--- config.mk ---
export PLATFORM = sky130hd
export DESIGN_NAME = frame_slot_ring_lease_manager
export DESIGN_NICKNAME = d
export VERILOG_FILES = /design/src/sv/fsrl_pkg.sv /design/src/sv/fsrl_cell.sv /design/src/sv/frame_slot_ring_lease_manager.sv
export SDC_FILE = /design/constraint.sdc
export NUM_CORES = 1
export LEC_CHECK = 0
export BUFFER_PORTS_ARGS = -buffer_cell sky130_fd_sc_hd__buf_2
export CORE_MARGIN = 2
export CORE_UTILIZATION = 45
export CTS_BUF_LIST = sky130_fd_sc_hd__clkbuf_2
export DETAILED_ROUTE_END_ITERATION = 10
export MAX_ROUTING_LAYER = met4
export PLACE_DENSITY = 0.65
export SYNTH_ARGS = -nofsm -noshare
export SYNTH_HDL_FRONTEND = slang
export SYNTH_SLANG_ARGS = --single-unit
--- constraint.sdc ---
create_clock -name clk -period 4.7 [get_ports clk]
set_input_delay 0 -clock clk [delete_from_list [all_inputs] [get_ports clk]]
set_output_delay 0 -clock clk [all_outputs]
set_load 0.01 [all_outputs]
--- src/sv/fsrl_pkg.sv ---
// ---------------------------------------------------------------------------
// Frame slot ring lease manager package
// Shared item types, operation codes, status codes and cell interface structs.
// ---------------------------------------------------------------------------
`default_nettype none

package fsrl_pkg;

  // wide enough to hold a slot count up to 16
  localparam int unsigned N_W = 5;

  typedef enum logic [2:0] {
    KIND_PUBLISH_NEXT     = 3'd0,
    KIND_PUBLISH_RESERVED = 3'd1,
    KIND_TAKE_CURSOR      = 3'd2,
    KIND_SET_CURSOR_AFTER = 3'd3,
    KIND_FIND_FREE        = 3'd4,
    KIND_ACQUIRE          = 3'd5,
    KIND_RELEASE          = 3'd6,
    KIND_QUERY_LEASED     = 3'd7
  } kind_t;

  localparam logic [1:0] STATUS_OK        = 2'd0;
  localparam logic [1:0] STATUS_NO_SLOT   = 2'd1;
  localparam logic [1:0] STATUS_UNDERFLOW = 2'd2;
  localparam logic [1:0] STATUS_SATURATED = 2'd3;

  typedef enum logic {
    S_IDLE = 1'b0,
    S_SCAN = 1'b1
  } fsm_state_t;

  typedef struct packed {
    kind_t      kind;
    logic [3:0] slot;
    logic [7:0] ready_mask;
  } in_item_t;

  typedef struct packed {
    logic [2:0]  slot_out;
    logic [63:0] serial;
    logic [1:0]  status;
    logic        leased;
  } out_item_t;

  typedef struct packed {
    logic lease_inc;
    logic lease_dec;
    logic tok_load;
    logic tok_start;
    logic tok_shift;
    logic cand_ok;
  } cell_ctrl_t;

  typedef struct packed {
    logic tok;
    logic hit;
    logic lease_zero;
    logic lease_max;
  } cell_stat_t;

endpackage

`default_nettype wire

--- src/sv/fsrl_cell.sv ---
// ---------------------------------------------------------------------------
// Slot cell
// Holds one slot's lease count and one stage of the circulating search token.
// ---------------------------------------------------------------------------
`default_nettype none

module fsrl_cell
  import fsrl_pkg::*;
#(
  parameter int unsigned LEASE_BITS = 8
) (
  input  wire logic       clk,
  input  wire logic       rst_n,
  input  wire cell_ctrl_t ctrl,
  input  wire logic       tok_in,
  output cell_stat_t      stat
);

  logic [LEASE_BITS-1:0] lease_r, lease_nxt;
  logic                  tok_r, tok_nxt;

  always_comb begin
    lease_nxt = lease_r;
    if (ctrl.lease_inc) begin
      lease_nxt = lease_r + LEASE_BITS'(1);
    end else if (ctrl.lease_dec) begin
      lease_nxt = lease_r - LEASE_BITS'(1);
    end
  end

  always_comb begin
    tok_nxt = tok_r;
    if (ctrl.tok_load) begin
      tok_nxt = ctrl.tok_start;
    end else if (ctrl.tok_shift) begin
      tok_nxt = tok_in;
    end
  end

  always_ff @(posedge clk) begin
    if (!rst_n) begin
      lease_r <= '0;
      tok_r   <= 1'b0;
    end else begin
      lease_r <= lease_nxt;
      tok_r   <= tok_nxt;
    end
  end

  assign stat.tok        = tok_r;
  assign stat.lease_zero = (lease_r == '0);
  assign stat.lease_max  = (lease_r == '1);
  // token sits here and this slot may be reused
  assign stat.hit        = tok_r & ctrl.cand_ok & (lease_r == '0);

endmodule

`default_nettype wire

--- src/sv/frame_slot_ring_lease_manager.sv ---
// ---------------------------------------------------------------------------
// Frame slot ring lease manager
// Ring of frame slots with lease counts, cursor, publish serial and a
// round-robin free-slot search carried by a token through a row of slot cells.
// ---------------------------------------------------------------------------
// Results: every operation but find_free gives its result in the cycle after
//   the transfer; find_free answers when its scan ends, as the search token
//   steps one cell per cycle around the n slots in use.
// Throughput: one item per cycle, except that busy stays high during a scan.
// The receiver cannot stall: out_valid is a one-cycle strobe.
// Reset: lease counts, cursor, serial and publish record clear; slots_in_use=8.
// ---------------------------------------------------------------------------
`default_nettype none

module frame_slot_ring_lease_manager
  import fsrl_pkg::*;
#(
  parameter int unsigned SLOTS      = 8,
  parameter int unsigned LEASE_BITS = 8
) (
  input  wire logic       clk,
  input  wire logic       rst_n,
  input  wire logic       start,
  output logic            busy,
  input  wire in_item_t   in_item,
  input  wire logic       cfg_valid,
  output logic            cfg_ready,
  input  wire logic [3:0] cfg_data,
  output logic            out_valid,
  output out_item_t       out_item
);

  localparam int unsigned IDX_W = (SLOTS > 1) ? $clog2(SLOTS) : 1;
  localparam logic [N_W-1:0] SLOTS_N = N_W'(SLOTS);

  fsm_state_t        state_r, state_nxt;
  logic [3:0]        cfg_r;
  logic [IDX_W-1:0]  cursor_r, cursor_nxt;
  logic [3:0]        pub_slot_r, pub_slot_nxt;
  logic              pub_valid_r, pub_valid_nxt;
  logic [63:0]       serial_r, serial_nxt;
  logic [7:0]        mask_r, mask_nxt;
  logic [N_W-1:0]    steps_r, steps_nxt;
  out_item_t         out_r, out_nxt;
  logic              out_valid_r, out_valid_nxt;

  logic [N_W-1:0]    live_n;
  logic              accept, in_range;
  logic [IDX_W-1:0]  sel_idx, hit_idx, wrap_idx;
  logic [N_W-1:0]    cur_eff, cur_inc, slot_inc;
  logic              any_hit, scan_last;

  cell_ctrl_t        ctrl [SLOTS];
  cell_stat_t        stat [SLOTS];
  logic [SLOTS-1:0]  tok_vec, hit_vec, lz_vec, lmax_vec, ready_vec;

  assign live_n    = ({1'b0, cfg_r} > SLOTS_N) ? SLOTS_N : {1'b0, cfg_r};
  assign accept    = start && !busy;
  assign in_range  = (live_n != '0) && ({1'b0, in_item.slot} < live_n);
  assign sel_idx   = in_item.slot[IDX_W-1:0];
  assign wrap_idx  = IDX_W'(live_n - N_W'(1));
  assign any_hit   = |hit_vec;
  assign scan_last = (steps_r == live_n - N_W'(1));
  assign cur_eff   = ({{(N_W-IDX_W){1'b0}}, cursor_r} < live_n) ?
                     {{(N_W-IDX_W){1'b0}}, cursor_r} : '0;
  assign cur_inc   = (cur_eff + N_W'(1) == live_n) ? '0 : cur_eff + N_W'(1);
  assign slot_inc  = ({1'b0, in_item.slot} + N_W'(1) == live_n) ? '0 :
                     {1'b0, in_item.slot} + N_W'(1);

  // row of slot cells; token wraps from the last live cell to cell 0
  for (genvar i = 0; i < SLOTS; i++) begin : g_cell
    logic tok_in;
    logic ready_bit;
    if (i == 0) begin : g_head
      assign tok_in = tok_vec[wrap_idx];
    end else begin : g_link
      // cells past the live ring never pick up the token
      assign tok_in = tok_vec[i-1] & (N_W'(i) < live_n);
    end
    if (i < 8) begin : g_mask
      assign ready_bit = mask_r[i];
    end else begin : g_nomask
      assign ready_bit = 1'b0;
    end

    fsrl_cell #(
      .LEASE_BITS(LEASE_BITS)
    ) u_cell (
      .clk    (clk),
      .rst_n  (rst_n),
      .ctrl   (ctrl[i]),
      .tok_in (tok_in),
      .stat   (stat[i])
    );

    assign tok_vec[i]   = stat[i].tok;
    assign hit_vec[i]   = stat[i].hit;
    assign lz_vec[i]    = stat[i].lease_zero;
    assign lmax_vec[i]  = stat[i].lease_max;
    assign ready_vec[i] = ready_bit;
  end

  always_comb begin
    hit_idx = '0;
    for (int i = 0; i < SLOTS; i++) begin
      if (hit_vec[i]) hit_idx = IDX_W'(i);
    end
  end

  // next state
  always_comb begin
    state_nxt = state_r;
    case (state_r)
      S_IDLE: begin
        if (accept && in_item.kind == KIND_FIND_FREE && in_range) state_nxt = S_SCAN;
      end
      S_SCAN: begin
        if (any_hit || scan_last) state_nxt = S_IDLE;
      end
      default: state_nxt = S_IDLE;
    endcase
  end

  // datapath and cell control
  always_comb begin
    cursor_nxt    = cursor_r;
    pub_slot_nxt  = pub_slot_r;
    pub_valid_nxt = pub_valid_r;
    serial_nxt    = serial_r;
    mask_nxt      = mask_r;
    steps_nxt     = steps_r;
    out_nxt       = '0;
    out_valid_nxt = 1'b0;
    for (int i = 0; i < SLOTS; i++) begin
      ctrl[i].lease_inc = 1'b0;
      ctrl[i].lease_dec = 1'b0;
      ctrl[i].tok_load  = 1'b0;
      ctrl[i].tok_start = 1'b0;
      ctrl[i].tok_shift = 1'b0;
      ctrl[i].cand_ok   = (N_W'(i) < live_n) && ready_vec[i] &&
                          !(pub_valid_r && pub_slot_r == 4'(i));
    end

    case (state_r)
      S_IDLE: begin
        if (accept) begin
          out_valid_nxt = 1'b1;
          case (in_item.kind)
            KIND_PUBLISH_NEXT, KIND_PUBLISH_RESERVED: begin
              if (in_item.kind == KIND_PUBLISH_NEXT) out_nxt.serial = serial_r;
              serial_nxt    = serial_r + 64'd1;
              pub_slot_nxt  = in_item.slot;
              pub_valid_nxt = 1'b1;
            end
            KIND_TAKE_CURSOR: begin
              if (live_n == '0) begin
                out_nxt.status = STATUS_NO_SLOT;
              end else begin
                out_nxt.slot_out = cur_eff[2:0];
                cursor_nxt       = IDX_W'(cur_inc);
              end
            end
            KIND_SET_CURSOR_AFTER: begin
              if (!in_range) out_nxt.status = STATUS_NO_SLOT;
              else cursor_nxt = IDX_W'(slot_inc);
            end
            KIND_FIND_FREE: begin
              if (!in_range) begin
                out_nxt.status = STATUS_NO_SLOT;
              end else begin
                // result comes at the end of the scan
                out_valid_nxt = 1'b0;
                mask_nxt      = in_item.ready_mask;
                steps_nxt     = '0;
                for (int i = 0; i < SLOTS; i++) begin
                  ctrl[i].tok_load  = 1'b1;
                  ctrl[i].tok_start = (IDX_W'(i) == sel_idx);
                end
              end
            end
            KIND_ACQUIRE: begin
              if (!in_range) out_nxt.status = STATUS_NO_SLOT;
              else if (lmax_vec[sel_idx]) out_nxt.status = STATUS_SATURATED;
              else ctrl[sel_idx].lease_inc = 1'b1;
            end
            KIND_RELEASE: begin
              if (!in_range) out_nxt.status = STATUS_NO_SLOT;
              else if (lz_vec[sel_idx]) out_nxt.status = STATUS_UNDERFLOW;
              else ctrl[sel_idx].lease_dec = 1'b1;
            end
            KIND_QUERY_LEASED: begin
              if (!in_range) out_nxt.status = STATUS_NO_SLOT;
              else out_nxt.leased = !lz_vec[sel_idx];
            end
            default: out_nxt = '0;
          endcase
        end
      end
      S_SCAN: begin
        if (any_hit) begin
          out_valid_nxt    = 1'b1;
          out_nxt.slot_out = 3'(hit_idx);
          for (int i = 0; i < SLOTS; i++) ctrl[i].tok_load = 1'b1;
        end else if (scan_last) begin
          out_valid_nxt  = 1'b1;
          out_nxt.status = STATUS_NO_SLOT;
          for (int i = 0; i < SLOTS; i++) ctrl[i].tok_load = 1'b1;
        end else begin
          steps_nxt = steps_r + N_W'(1);
          for (int i = 0; i < SLOTS; i++) ctrl[i].tok_shift = 1'b1;
        end
      end
      default: out_nxt = '0;
    endcase
  end

  always_ff @(posedge clk) begin
    if (!rst_n) begin
      state_r     <= S_IDLE;
      cfg_r       <= 4'd8;
      cursor_r    <= '0;
      pub_slot_r  <= '0;
      pub_valid_r <= 1'b0;
      serial_r    <= '0;
      steps_r     <= '0;
      out_valid_r <= 1'b0;
    end else begin
      state_r     <= state_nxt;
      if (cfg_valid && cfg_ready) cfg_r <= cfg_data;
      cursor_r    <= cursor_nxt;
      pub_slot_r  <= pub_slot_nxt;
      pub_valid_r <= pub_valid_nxt;
      serial_r    <= serial_nxt;
      steps_r     <= steps_nxt;
      out_valid_r <= out_valid_nxt;
    end
  end

  always_ff @(posedge clk) begin
    mask_r <= mask_nxt;
    out_r  <= out_nxt;
  end

  assign busy      = (state_r == S_SCAN);
  assign cfg_ready = (state_r == S_IDLE);
  assign out_valid = out_valid_r;
  assign out_item  = out_r;

  // a result never shows while a scan is still running
  a_no_out_in_scan: assert property (@(posedge clk) disable iff (!rst_n)
    out_valid |-> !busy)
    else $error("result strobe during scan");

  // exactly one token circulates while scanning
  a_one_token: assert property (@(posedge clk) disable iff (!rst_n)
    busy |-> $onehot(tok_vec))
    else $error("scan token lost or duplicated");

  a_token_idle: assert property (@(posedge clk) disable iff (!rst_n)
    !busy |-> (tok_vec == '0))
    else $error("stray token while idle");

  // everything but an in-range find_free answers in the next cycle
  a_quick_result: assert property (@(posedge clk) disable iff (!rst_n)
    (accept && in_item.kind != KIND_FIND_FREE) |=> out_valid)
    else $error("missing one-cycle result");

  a_scan_bound: assert property (@(posedge clk) disable iff (!rst_n)
    busy |-> (steps_r < live_n))
    else $error("scan ran past ring length");

endmodule

`default_nettype wire

Yosys cells after proc, flatten, opt, wreduce, memory -nomap -nowiden --
Cells that the tools add are included.
Word-level totals: bits in registers 233, input port bits 23, output and inout port bits 73, logic and storage cells 371
Cells by class: add/subtract/negate cells 21, $lt $le $gt $ge 15, eq/ne operators 39, mux-type cells 157, bitwise gates (word level) 30, reduce and logical (&&, ||, !) cells 80
Operator list (count):
- 48-bit two-way mux | 5
- 64-bit two-way mux | 2
- 8-bit two-way mux | 16
- 48-bit bitwise mux | 2
- 70-bit two-way mux | 1
- 64-bit by 1-bit adder with 64-bit output (second input constant) | 1
- 8-bit by 1-bit adder with 8-bit output (second input constant) | 8
- 8-bit equality test (second input constant) | 8
- 8-bit zero test | 8
- 8-bit by 1-bit subtractor with 8-bit output (second input constant) | 8
- 3-bit two-way mux | 20
- 4-bit one-hot mux with 2 select lines | 7
- 2-bit one-hot mux with 3 select lines | 8
- 1-bit two-way mux | 44
- 6-bit demux with 3-bit select | 2
- 1-bit one-hot mux with 2 select lines | 18
- 2-bit nonzero test | 17
- 1-bit logical AND | 30
- 5-bit two-way mux | 6
- 2-bit two-way mux | 14
- 1-bit AND | 23
- 4-bit by 3-bit equality test with 1-bit output (second input constant) | 4
- 3-bit by 4-bit less-than comparator with 1-bit output (first input constant) | 4
- 3-bit equality test (first input constant) | 4
- 46 further kinds | 82

Logic depth before layout (Yosys ltp) --
depth after elaboration 22, depth in mapped cells 21

Modules after synthesis --
A second synthesis with hierarchy kept.
Unflattened totals: cells, all modules 1499, area total of the unflattened synthesis 12886.1 sq um
Modules (own cells, without submodules):
- frame_slot_ring_lease_manager | times used 1, cells an instance 811, area each 7285.7 sq um, sequential area each 3303.2 sq um
- fsrl_cell at g_cell[4].u_cell ... | times used 4, cells an instance 87, area each 701.9 sq um, sequential area each 180.2 sq um
- fsrl_cell at g_cell[0].u_cell ... | times used 4, cells an instance 85, area each 698.2 sq um, sequential area each 180.2 sq um

Least setup slack after synthesis --
OpenSTA, ideal clock, no wires.
path type register to register, start point reg cfg_r[3], end point reg g_cell[1].u_cell.lease_r[7], arrival time 4547 ps, data required time 4579 ps, path slack 32 ps, cell stages (with the launch flop) 21, period minus slack after synthesis 4668 ps, cells stage by stage dfxtp_1 clkbuf_1 clkbuf_1 inv_1 nand2_1 ha_1 a211o_1 a211oi_4 nand2_4 buf_6 buf_1 nor2_2 nand3_1 ha_1 a21o_1 a21oi_1 o21ai_0 o41ai_1 a21boi_0 o21ai_1 mux2i_1
Between the ends: cells in the longest elaborated chain, start to end 9, elaborated cells on any way between the ends 12, those cells by class order compare (2); mux (7); reduce/logical (3)
RTL lines:
- start, declared | RTL line frame_slot_ring_lease_manager.sv:37 | logic [3:0] cfg_r;
- start signal, assigned | RTL line frame_slot_ring_lease_manager.sv:229 | if (cfg_valid && cfg_ready) cfg_r <= cfg_data;
- 4-bit greater-than comparator | RTL line frame_slot_ring_lease_manager.sv:57 | assign live_n = ({1'b0, cfg_r} > SLOTS_N) ? SLOTS_N : {1'b0, cfg_r};
- 4-bit two-way mux (*) | RTL line frame_slot_ring_lease_manager.sv:57
- 4-bit less-than comparator / 5-bit nonzero test (equally long branches) | RTL line frame_slot_ring_lease_manager.sv:59 | assign in_range = (live_n != '0) && ({1'b0, in_item.slot} < live_n);
- 1-bit logical AND (*) | RTL line frame_slot_ring_lease_manager.sv:59
- 48-bit two-way mux (on tied branches) | RTL line frame_slot_ring_lease_manager.sv:187, frame_slot_ring_lease_manager.sv:182
- 4-bit one-hot mux with 2 select lines (*) | RTL line frame_slot_ring_lease_manager.sv:148 | case (in_item.kind)
- 48-bit two-way mux (*) | RTL line frame_slot_ring_lease_manager.sv:146 | if (accept) begin
- 3-bit two-way mux (*) | RTL line frame_slot_ring_lease_manager.sv:144 | case (state_r)
- 8-bit two-way mux / 2-bit nonzero test (equally long branches)
- end signal, assigned | RTL line fsrl_cell.sv:45 | lease_r <= lease_nxt;
- end, declared | RTL line fsrl_cell.sv:19 | logic [LEASE_BITS-1:0] lease_r, lease_nxt;
Every way passes the cells marked *; elsewhere a longest branch is shown, timed or not. A chain may end at the register's enable or synchronous reset.

Final worst setup path --
start point reg cfg_r[3], end point reg g_cell[6].u_cell.lease_r[7]
Between the ends: cells in the longest elaborated chain, start to end 9, elaborated cells on any way between the ends 12, those cells by class order compare (2); mux (7); reduce/logical (3)
RTL lines (RTL line):
- 4-bit greater-than comparator | frame_slot_ring_lease_manager.sv:57
- 4-bit two-way mux (*) | frame_slot_ring_lease_manager.sv:57
- 4-bit less-than comparator / 5-bit nonzero test (equally long branches) | frame_slot_ring_lease_manager.sv:59
- 1-bit logical AND (*) | frame_slot_ring_lease_manager.sv:59
- 48-bit two-way mux (on tied branches) | frame_slot_ring_lease_manager.sv:187, frame_slot_ring_lease_manager.sv:182
- 4-bit one-hot mux with 2 select lines (*) | frame_slot_ring_lease_manager.sv:148
- 48-bit two-way mux (*) | frame_slot_ring_lease_manager.sv:146
- 3-bit two-way mux (*) | frame_slot_ring_lease_manager.sv:144
- 8-bit two-way mux / 2-bit nonzero test (equally long branches)
- end signal, assigned | fsrl_cell.sv:45
- end, declared | fsrl_cell.sv:19
Marks and branches as above.

==> results.cfg <==
[timing]
period_needed_ns = 4.317
slew_headroom_pct = 30.38
finClkSkew_ns = 0.08223
finalCritPeriodShare_pct = 91.85
worstMarginPinSlew_ns = 1.044
finalSetupViolCount = 0
slew_viol_final = 0
max_freq_ghz = 0.2316
hold_ws_ns = 0.2480
timing.final.hold_violations = 0
rsz0062_at_grt = false
tns_ns = 0

[placed_design]
post-dp-hpwl_microns = 19920
gp_congestion = 0.9575
io_buffers = 95

[power]
switching_power_mw = 1.038
p_sw_share_pct = 27.87
powerDensity_nw_per_um2 = 270.3
p_clk_share_pct = 37.7
p_int_mw = 2.685
peakVddDrop_uv = 195.7
p_leak_nw = 5.586
seq_power_share_pct = 54.2
comb_power_share_pct = 8.2

[clocking]
cts_root_buf = clkbuf_2
cts_tree = done
numCtsBuffers = 66
path_clk_slew_ns = 0.09
htree_levels = 3
cts_setup_buffers = 0
clock_latency_ns = 0.82
clk_path_buf_depth = 3
cts_sinks = 233

[worst_hold_path]
hp-class = primary input to flip-flop
hold_start = cfg_valid
whs_path_depth = 4

[grt]
overflow = 0
antenna_found_initial = 1
groute.usage.overall_pct = 21.25
grt_start_max_net_pins = 73
grt_first_pass_wirelength_microns = 48070
first_global_vias = 9586

[die]
row_count = 59
ios = 96
start_util_pct = 45.87
die_w_microns = 167.0
core_region_area_sq_um = 26060
die_h_microns = 167.0
die_area_sq_um = 27880

[synth]
yosysUniqueCellTypes = 72
synth.avg_cell_area_sq_um = 9.083
ys_seq_area_share_pct = 39.69
ys_warn_count = 0
synth_edf_count = 8
synthesis.nets = 1411
synth-async-reset-ratio_pct = 0
synth_flop_cell = dfxtp_1
synthesis.area_sq_um = 11950
synthCells = 1316
ys_ff_latch = 233

[worst_setup_path]
crit_path_end_kind = flip-flop
setup.worst_path.class = flip-flop to flip-flop
worstPathRequired_ns = 5.37
critPathArrivalTime_ns = 4.99
worstRegToRegCells = 15
path_max_fanout = 15
r2r-start = cfg_r[3]$_SDFFE_PN1P_
start_kind = flip-flop
setup.worst_path.start = cfg_r[3]$_SDFFE_PN1P_

[drt]
routed.top_layer = met4
dr_wl_met3_microns = 1745
num_vias = 10033
drtPass1Iterations = 5
met1Wirelength_microns = 13570
wl_per_cell_microns = 15.43
drt_iter0_drc = 614
finalWirelength_microns = 28760
vias_per_cell = 5.383
drc = 0
dr_wl_met2_microns = 12880
ant_nets = 0

[finish]
nNetsFinal = 1585
area.growth.synth_to_final_pct = 15.24
drive_gt1_share_pct = 15.05
final_cell_mix = dfxtp_1, nor2_1, buf_2, clkbuf_2, nand2_1
final_common_cell = dfxtp_1

[outcome]
status = finished, final reports clean

[run]
maxCapViolations = 0
## cells in the mapped netlist, types with 7 or more instances
library cell    n  share of area (%)
dfxtp_1       225                 38
nor2_1        172                5.4
nand2_1        78                2.4
and2_1         71                3.7
xnor2_1        67                4.9
ha_1           64                6.7
mux2i_1        55                4.6
nand3_1        55                2.3
xor2_1         46                3.4
a21oi_1        41                1.7
clkbuf_1       38                1.2
o21ai_0        37                1.5
nor3_1         36                1.5
nand4_1        31                1.6
inv_1          28               0.88
nand2b_1       18               0.94
nor4_1         18               0.94
a21o_1         15               0.94
or3_1          14               0.73
and3_1         13               0.68
a211oi_1       12               0.75
and4_1         12               0.88
nand3b_1       10               0.63
nor2b_1         9               0.47
edfxtp_1        8                2.0
fa_1            8                1.3
o21ai_1         8               0.33
a21boi_0        7               0.44
a31oi_1         7               0.37
o2111ai_1       7               0.51
o21bai_1        7               0.44
## final cells by class
type | instances | area, sq um
Inverter | 34 | 130.1
Sequential cell | 233 | 4745
Tap cell | 335 | 419.2
Antenna cell | 1 | 2.502
Clock inverter | 16 | 102.6
Fill cell | 2449 | 12280
Timing Repair Buffer | 154 | 1028
Multi-Input combinational cell | 1001 | 6897
Clock buffer | 90 | 450.4
## flip-flops by register name, summed over array words and instances, names as in the netlist
signal                 flops
cursor_r                   3
mask_r                     8
g_cell.u_cell.tok_r        8
pub_slot_r                 4
cfg_r                      4
g_cell.u_cell.lease_r     64
out_item                  70
pub_valid_r                1
out_valid                  1
busy                       1
steps_r                    5
serial_r                  64
## metal layers
layer,up-vias,GRT usage (%)
li1,5049,-
met1,4646,27.99
met2,291,32.69
met3,47,4.254
met4,0,7.159
met5,-,-
## worst max-delay path, stage by stage (launching register included)
cell      delay [ns]
dfxtp_1         0.39
buf_4           0.22
or3b_1          0.39
a211o_1         0.35
a211oi_4        0.33
nand2_4         0.09
nor2_4          0.31
nand3_1         0.34
ha_1            0.39
a21o_1          0.17
a21oi_1         0.22
o21ai_0         0.15
o41ai_1         0.33
o21ai_0         0.15
a21boi_1        0.19
mux2i_1         0.18
## power by group through the flow
stage | logic [mW] | registers [mW] | clock network, mW
detailed placement | 0.268 | 2.06 | 0
global route | 0.327 | 2.02 | 1.58
finish | 0.304 | 2.02 | 1.40
global placement | 0.266 | 2.06 | 0
floorplan | 0.189 | 2.06 | 0
CTS | 0.299 | 2.02 | 1.46
## final timing paths
path	endpoint	slack (ns)
hold reg to reg	g_cell[7].u_cell.lease_r[7]$_SDFFE_PN0P_	0.49
setup / recovery	g_cell[6].u_cell.lease_r[7]$_SDFFE_PN0P_	0.38
setup reg to reg	g_cell[6].u_cell.lease_r[7]$_SDFFE_PN0P_	0.38
hold / removal	cfg_r[3]$_SDFFE_PN1P_	0.25
## metrics by stage
step / cell area, sq um / total power [mW] / cells / setup WS, ns / utilization [%]
after floorplan: 11950 / 2.246 / 1316 / 0.03204 / -
after global placement: 12770 / 2.329 / 1713 / 0.3115 / 49.02
after detailed placement: 12770 / 2.331 / 1713 / 0.2008 / 49.02
after CTS: 13770 / 3.776 / 1863 / 0.1549 / 52.83
after global routing: 13770 / 3.930 / 1864 / 0.01520 / 52.86
final: 13770 / 3.723 / 1864 / 0.3830 / 52.86
## cell families (layout without fill, tap and decap cells)
logic type,count (synthesis),after routing,share of synthesized area [%]
AO/OA/AOI/OAI,202,202,12.48
XOR/XNOR,113,113,8.280
adder cells (fa/ha/maj),72,72,8.039
buffers and inverters,82,294,2.763
flip-flops,233,233,39.69
multiplexers,56,56,4.794
other,0,1,0
AND/OR/NAND/NOR,558,558,23.95
## what timing repair did
item / CTS / global route
gates resized for setup: 0 / 1
setup endpoints to repair: 0 / 8
hold buffers: 44 / 0
hold endpoints to repair: 162 / 0
No activity file was read; power rests on OpenSTA's default activity.
